===== config.mk =====
export PLATFORM = sky130hd
export DESIGN_NAME = lzwc_cell
export DESIGN_NICKNAME = d
export VERILOG_FILES = /design/src/design/lzwc_pkg.sv /design/src/design/lzwc_cell.sv
export SDC_FILE = /design/constraint.sdc
export NUM_CORES = 1
export LEC_CHECK = 0
export BUFFER_PORTS_ARGS = -buffer_cell sky130_fd_sc_hd__buf_2
export CAP_MARGIN = 20
export CORE_AREA = 2 2 70 56
export CTS_CLUSTER_SIZE = 24
export DETAILED_ROUTE_END_ITERATION = 16
export DIE_AREA = 0 0 72 58
export MAX_ROUTING_LAYER = met4
export PLACE_DENSITY = 0.79
export SLEW_MARGIN = 10
export SYNTH_ARGS = -nofsm -noshare
export SYNTH_HDL_FRONTEND = slang
export SYNTH_SLANG_ARGS = --single-unit
export TNS_END_PERCENT = 10

===== constraint.sdc =====
create_clock -name clk -period 3 [get_ports clk]
set_input_delay 0.6 -clock clk [delete_from_list [all_inputs] [get_ports clk]]
set_output_delay 0.6 -clock clk [all_outputs]
set_load 0.02 [all_outputs]

===== src/design/lzwc_pkg.sv =====
// shared types, sizes and tree geometry for the lzw byte compressor
// no dependencies; every other file of the block imports this package
package lzwc_pkg;

  // dictionary size and code widths
  localparam int DICT_ENTRIES = 4096;
  localparam int FIRST_FREE   = 256;
  localparam int SYM_W        = 8;
  localparam int CODE_W       = 12;
  localparam int IDX_W        = $clog2(DICT_ENTRIES);
  localparam int CNT_W        = IDX_W + 1;
  localparam int S_DATA_W     = 8;
  localparam int M_DATA_W     = 16;

  // match tree: each node merges FAN children, one register per level
  localparam int FAN_W      = 4;
  localparam int FAN        = 1 << FAN_W;
  localparam int LEVELS     = (IDX_W + FAN_W - 1) / FAN_W;
  localparam int PAD_W      = LEVELS * FAN_W;
  localparam int PAD_LEAVES = 1 << PAD_W;

  // nodes in tree level l (level 1 sits right above the cells)
  function automatic int lvl_nodes(input int l);
    return 1 << (PAD_W - l * FAN_W);
  endfunction

  // first slot of tree level l in the flat node array
  function automatic int lvl_off(input int l);
    int s;
    s = 0;
    for (int j = 1; j < l; j++) begin
      s = s + lvl_nodes(j);
    end
    return s;
  endfunction

  localparam int TREE_NODES = lvl_off(LEVELS + 1);

  // search lasts through the cell compare and every tree level
  localparam int SRCH_W = $clog2(LEVELS + 1);

  // key presented to every cell
  typedef struct packed {
    logic [IDX_W-1:0] prefix;
    logic [SYM_W-1:0] sym;
  } key_t;

  // dictionary insert, broadcast to every cell
  typedef struct packed {
    logic             en;
    logic [IDX_W-1:0] addr;
    logic [IDX_W-1:0] prefix;
    logic [SYM_W-1:0] sym;
  } wr_t;

  typedef enum logic [1:0] {
    ST_IDLE,
    ST_SEARCH,
    ST_DECIDE,
    ST_LAST
  } state_t;

endpackage


===== src/design/lzwc_cell.sv =====
// one dictionary entry: stores prefix code and byte, compares against the key
// depends on lzwc_pkg
module lzwc_cell (
  input  logic                      clk,
  input  logic [lzwc_pkg::IDX_W-1:0] cell_idx,
  input  lzwc_pkg::wr_t             wr,
  input  lzwc_pkg::key_t            key,
  input  logic [lzwc_pkg::CNT_W-1:0] nfc,
  output logic                      hit
);
  import lzwc_pkg::*;

  logic [IDX_W-1:0] prefix;
  logic [SYM_W-1:0] sym;
  logic             live;

  // entry is in use when its code is below the next free code
  assign live = ({1'b0, cell_idx} < nfc);

  // store the entry when the insert targets this cell
  always_ff @(posedge clk) begin
    if (wr.en && (wr.addr == cell_idx)) begin
      prefix <= wr.prefix;
      sym    <= wr.sym;
    end
  end

  // registered compare, handed to the first tree level
  always_ff @(posedge clk) begin
    hit <= live && (prefix == key.prefix) && (sym == key.sym);
  end

endmodule


==> results of run 1 <==
==> power by group <==
part / switching (mW) / internal (mW)
combinational: 0.0485 / 0.0671
sequential: 0.0000380 / 0.320
clock: 0.0917 / 0.0937
total: 0.140 / 0.481
==> stage by stage <==
step / hold WS, ns / setup slack [ns]
2_1_floorplan: 0.6624 / 0.07659
3_3_place_gp: 0.7331 / 1.014
3_5_place_dp: 0.7477 / 0.9998
4_1_cts: 0.5044 / 1.287
5_1_grt: 0.5017 / 1.244
6_report: 0.5082 / 1.314
==> layer usage <==
metal  wire, um  vias up
li1           -      541
met1       1051      432
met2       1279       41
met3        206        2
met4          9        0
met5          0        -
==> flip-flops by register name, indices dropped and copies added, names as in the netlist <==
| register | cells |
|---|---|
| hit | 1 |
| prefix | 12 |
| sym | 8 |
==> worst paths after layout <==
check            start  endpoint  cells after the start
max reg2reg     sym[0]       hit                      5
min reg2reg  prefix[7]       hit                      5
max             wr[28]    sym[6]                      6
min              wr[0]    sym[0]                      1
==> layout make-up <==
type	count	area [um^2]	share of cell area, %
clock buffer	3	41.29	2.317
clock inverter	1	7.507	0.4213
inverter	11	41.29	2.317
multi-input combinational	72	615.6	34.55
sequential	21	620.6	34.83
tap	42	52.55	2.949
timing repair buffer	80	402.9	22.61
==> cell families after synthesis <==
logic type               count (synthesis)  synth area share [%]
XOR/XNOR                                32                 22.03
buffers and inverters                   11                 3.245
adder cells (fa/ha/maj)                 11                 10.82
flip-flops                              21                 48.77
AND/OR/NAND/NOR                         20                 10.82
AO/OA/AOI/OAI                            9                 4.327
==> cell usage in the layout, fill, tap and decap left out, types with 2 or more instances in the layout <==
cell type  instances
nand4_1            4
nand3_1            4
xnor2_1           15
nor4_2             4
nand2_1            2
clkbuf_8           3
buf_2             79
xor2_1            17
a21oi_1            4
ha_1              11
edfxtp_1          20
inv_1             11
==> summary.md, run 1 <==
| Metric | Value |
|---|---|
| Asr flop ratio synth | `0%` |
| Io pins | `80` |
| DP Wirelength | `2274 um` |
| Fin. Hold Viols | `0` |
| R2r setup slk | `1.61 ns` |
| Post-CTS setup buffers | `0` |
| Max H-tree Level | `1` |
| FP Rows | `19` |
| Synth cell types | `21` |
| Fin crit share | `56.21%` |
| Routability cong. | `0.8053` |
| P per Cell Area | `348.7 nW/um^2` |
| Critical path startpoint category | `input pin` |
| First-pass GRT wire length | `4236 um` |
| Most frequent cell after synthesis | `edfxtp_1` |
| Largest net degree at the start of global routing | `21` |
| NumNets Final | `279` |
| Reg clk slew, reported paths | `0.08 ns` |
| CORE AREA | `3495 um^2` |
| Worst Path Required | `2.95 ns` |
| Sequential share of the synthesized area | `48.77%` |
| GR Layer Usage met1 | `16.32%` |
| Initial antenna violation count | `0` |
| Via/cell ratio | `4.417` |
| Setup TNS | `0 ns` |
| CP endpoint kind | `flip-flop` |
| Syn Inst Count | `104` |
| Hold buffers post-CTS | `0` |
| Mapped Area | `1272 um^2` |
| DRC | `0` |
| Clk sinks | `21` |
| Area leader, netlist | `edfxtp_1` |
| Critical Path Max Stage Delay | `0.28 ns` |
| Synth cell count leaders | `edfxtp_1 (20), xor2_1 (17), xnor2_1 (15)` |
| Die width | `72 um` |
| Slew headroom | `82.11%` |
| Post-DRT Antenna Nets | `0` |
| Worst skew pair latency | `0.26 ns` |
| Util after Layout | `50.98%` |
| Clk_skew | `0.004323 ns` |
| Cts bufs inserted | `3` |
| Post-synth EDFFs | `20` |
| Top_reg_cell synth | `edfxtp_1` |
| Yosys warnings | `0` |
| Final max-slew violation count | `0` |
| Grt ovf | `0` |
| DRT Pass-1 Iters | `4` |
| Clock Tree Buf Depth | `2` |
| M3 GR Usage | `4.522%` |
| Buf/Inv on CP | `2` |
| Arr. time, crit path | `1.63 ns` |
| CTS tree | `done` |
| Max-cap violation count | `0` |
| Routed WL | `2546 um` |
| Drt first-iter violations | `14` |
| P_leak | `0.8112 nW` |
| Layout area overhead | `40.02%` |
| Ant diodes | `0` |
| Worst path cell trace | `buf_2 > xor2_1 > nor4_1 > nand3_1 > nor3_2 > buf_4` |
| Post-Place Cells | `226` |
| Post-route cell area | `1782 um^2` |
| Post-synthesis register bit count | `21` |
| Vias in the first global route | `1003` |
| GRT Total Usage | `13.75%` |
| IO buf count | `79` |
| Filler cell count | `316` |
| Status | `finished, final reports clean` |
| Die H | `58 um` |
| Die ar. | `4176 um^2` |
| Met2 Resource Use GR | `23.41%` |
| Final Setup Violations | `0` |
| Tot Pwr | `0.6214 mW` |
| Final Critical Period | `1.686 ns` |
| Peak Freq | `0.5930 GHz` |
| Post-CTS sizing | `0` |
| Busiest grt layer | `met2` |
| Peak VDD IR | `0.2606 mV` |
| Critical path's top delay family | `simple AND/OR/NAND/NOR gates` |
| Synth top area share | `47.20%` |
| Drt wl/cell | `11.07 um` |
| Vias | `1016` |
| Initial Utilization | `36.41%` |
| RSZ-0062 raised after global routing | `no` |
| Layout cells sized above 1 | `47.34%` |
| Non-Filler Instances | `230` |
| HP Class | `input pin to flip-flop` |
| Avg Cell Area, Syn | `12.24 um^2` |
| Crit Path Category | `input pin to flip-flop` |
| Worst Path Max Fanout | `20` |
| Root Buffer | `clkbuf_8` |
| Critical Path Slowest Stage Cell | `buf_4` |
| Area contributors post-synth | `edfxtp_1 (47%), xor2_1 (12%), ha_1 (11%)` |
| Placement Cell Area | `1733 um^2` |
| Worst-margin pin slew | `0.2662 ns` |
| Net count after synthesis | `194` |
Power figures use the tool's default switching activity.
==> inputs of run 2 (changes only) <==
==> constraint.sdc (replaced) <==
create_clock -name clk -period 1.35 [get_ports clk]
set_input_delay 0.27 -clock clk [delete_from_list [all_inputs] [get_ports clk]]
set_output_delay 0.27 -clock clk [all_outputs]
set_load 0.02 [all_outputs]
==> run 2 against run 1 <==
Compared with the run above: the run now ends with setup timing left; clock-buffer cell count is the same; final area is 5.6% higher; setup slack got worse by 1.3 ns; largest cell class is now multi-input gates; clock skew is 0.0025 ns lower; routed wire length is 5.6% higher; clock power grew 100%.
==> summary.md, run 2 (synthesized netlist as in run 1, its figures left out) <==
| Metric | Value |
|---|---|
| Vias in the first global route | `1082 (+7.9%)` |
| GR Layer Usage met1 | `17.07% (+0.76 points)` |
| Pre-CTS setup slack | `-0.2890 ns (-1.289 ns)` |
| Initial Utilization | `36.41% (unchanged)` |
| Crit Path Category | `input pin to flip-flop` |
| GRT Total Usage | `13.86% (+0.11 points)` |
| Final max-slew violation count | `0 (unchanged)` |
| Ant diodes | `0 (unchanged)` |
| Tot Pwr | `1.375 mW (+120%)` |
| Worst-margin pin slew | `0.2609 ns (-0.005305 ns)` |
| Top flop regs | `prefix: 12 flops, sym: 8 flops, hit: 1 flops` |
| CORE AREA | `3495 um^2 (unchanged)` |
| Root Buffer | `clkbuf_8` |
| Hold buffers post-CTS | `0 (unchanged)` |
| Routability cong. | `0.8411 (+4.4%)` |
| Max H-tree Level | `1 (unchanged)` |
| Most flop-heavy register | `prefix` |
| Peak VDD IR | `0.6106 mV (+130%)` |
| M3 GR Usage | `2.957% (-1.6 points)` |
| Area of the multi-input gates | `626.9 um^2 (+1.8%)` |
| Filler cell count | `296 (-6.3%)` |
| Worst skew pair latency | `0.25 ns (about the same)` |
| Post-DRT Antenna Nets | `0 (unchanged)` |
| Routed WL | `2688 um (+5.6%)` |
| Status | `complete, but fails checks` |
| Placement Cell Area | `1812 um^2 (+4.5%)` |
| Final Worst Setup Slack | `-0.003426 ns (-1.317 ns)` |
| Drt wl/cell | `11.29 um (+2.0%)` |
| IO buf count | `79 (unchanged)` |
| P_leak | `0.8755 nW (+7.9%)` |
| Met2 Resource Use GR | `23.94% (+0.53 points)` |
| Die ar. | `4176 um^2 (unchanged)` |
| Critical Path Max Stage Delay | `0.28 ns (about the same)` |
| CTS tree | `done` |
| Drt first-iter violations | `15 (+1)` |
| Failing checks | `setup timing` |
| Vias | `1054 (+3.7%)` |
| Worst Path Required | `1.32 ns (-1.63 ns)` |
| Max-cap violation count | `0 (unchanged)` |
| FP Rows | `19 (unchanged)` |
| NumNets Final | `287 (+2.9%)` |
| Fin crit share | `100.3%` |
| Fin. Hold Viols | `0 (unchanged)` |
| Worst path cell trace | `buf_6 > xor2_1 > nor4_1 > nand3_1 > nor3_4 > buf_12` |
| Slew headroom | `82.51% (+0.40 points)` |
| Worst Path Max Fanout | `20 (unchanged)` |
| Via/cell ratio | `4.429 (+0.25%)` |
| Arr. time, crit path | `1.32 ns (-0.31 ns)` |
| Initial antenna violation count | `0 (unchanged)` |
| Most common cell after layout, fill and taps aside | `buf_2` |
| Post-route cell area | `1882 um^2 (+5.6%)` |
| Cts bufs inserted | `3 (unchanged)` |
| Io pins | `80 (unchanged)` |
| DRC | `0 (unchanged)` |
| Die H | `58 um (unchanged)` |
| Clk sinks | `21 (unchanged)` |
| Critical path startpoint category | `input pin` |
| Layout area overhead | `47.89%` |
| Util after Layout | `53.85% (+2.9 points)` |
| Grt ovf | `0 (unchanged)` |
| First-pass GRT wire length | `4388 um (+3.6%)` |
| Max reg flops | `12 (unchanged)` |
| DRT Pass-1 Iters | `4 (unchanged)` |
| Critical Path Slowest Stage Cell | `nor4_1` |
| DP Wirelength | `2420 um (+6.4%)` |
| Final Setup Violations | `20 (+20)` |
| Die width | `72 um (unchanged)` |
| Final Critical Period | `1.353 ns` |
| RSZ-0062 raised after global routing | `yes` |
| Clk_skew | `0.001848 ns (-0.002476 ns)` |
| R2r setup slk | `0.06 ns (-1.55 ns)` |
| Largest net degree at the start of global routing | `21 (unchanged)` |
| CP endpoint kind | `flip-flop` |
| Commonest cells after routing, fill and taps aside | `buf_2 (76), edfxtp_1 (20), xor2_1 (17)` |
| Reg clk slew, reported paths | `0.07 ns (about the same)` |
| Busiest grt layer | `met2` |
| Clock Tree Buf Depth | `2 (unchanged)` |
| P per Cell Area | `730.8 nW/um^2 (+110%)` |
| HP Class | `input pin to flip-flop` |
| Setup TNS | `-0.05255 ns (-0.05255 ns)` |
| Peak Freq | `0.7389 GHz` |
| Sequential cell area | `620.6 um^2 (unchanged)` |
| Layout cells sized above 1 | `50.00% (+2.7 points)` |
run 2: what timing repair did:
item | 4_1_cts | 5_1_grt
setup buffers | 0 | 0
resized for setup | 2 | 2
pin swaps | 0 | 1
setup endpoints to repair | 20 | 21
run 2: power by group:
part	leakage, nW	total [mW]	internal (mW)	switching, mW
clock	0.0255	0.377	0.205	0.172
combinational	0.662	0.286	0.169	0.117
sequential	0.188	0.712	0.712	0.0000791
total	0.876	1.38	1.09	0.289
run 2: worst paths after layout:
path / start / cells past startpoint / end
hold / removal: wr[0] / 1 / sym[0]
hold reg to reg: sym[4] / 5 / hit
setup / recovery: wr[28] / 6 / prefix[7]
setup reg to reg: sym[0] / 5 / hit
run 2: critical path: cells and delay by family:
family                 cells  cell delay [ns]
AND/OR/NAND/NOR            3             0.62
buffers and inverters      2             0.28
XOR/XNOR                   1             0.15
run 2: layer usage:
| layer | wire, um | up-vias |
|---|---|---|
| met2 | 1432 | 24 |
| met5 | 0 | - |
| li1 | - | 554 |
| met1 | 1154 | 474 |
| met3 | 84 | 2 |
| met4 | 16 | 0 |
run 2: cell type report:
class | instances | share of cell area, %
clock buffer | 3 | 2.194
clock inverter | 1 | 0.2660
inverter | 11 | 2.194
multi-input combinational | 72 | 33.31
sequential | 21 | 32.98
tap | 42 | 2.793
timing repair buffer | 88 | 26.26
run 2: stage by stage:
step           hold WS (ns)  std cells
2_1_floorplan        0.3689        104
5_1_grt              0.1786        238
3_3_place_gp         0.4475        234
4_1_cts              0.1827        238
3_5_place_dp         0.4483        234
6_report             0.1900        238
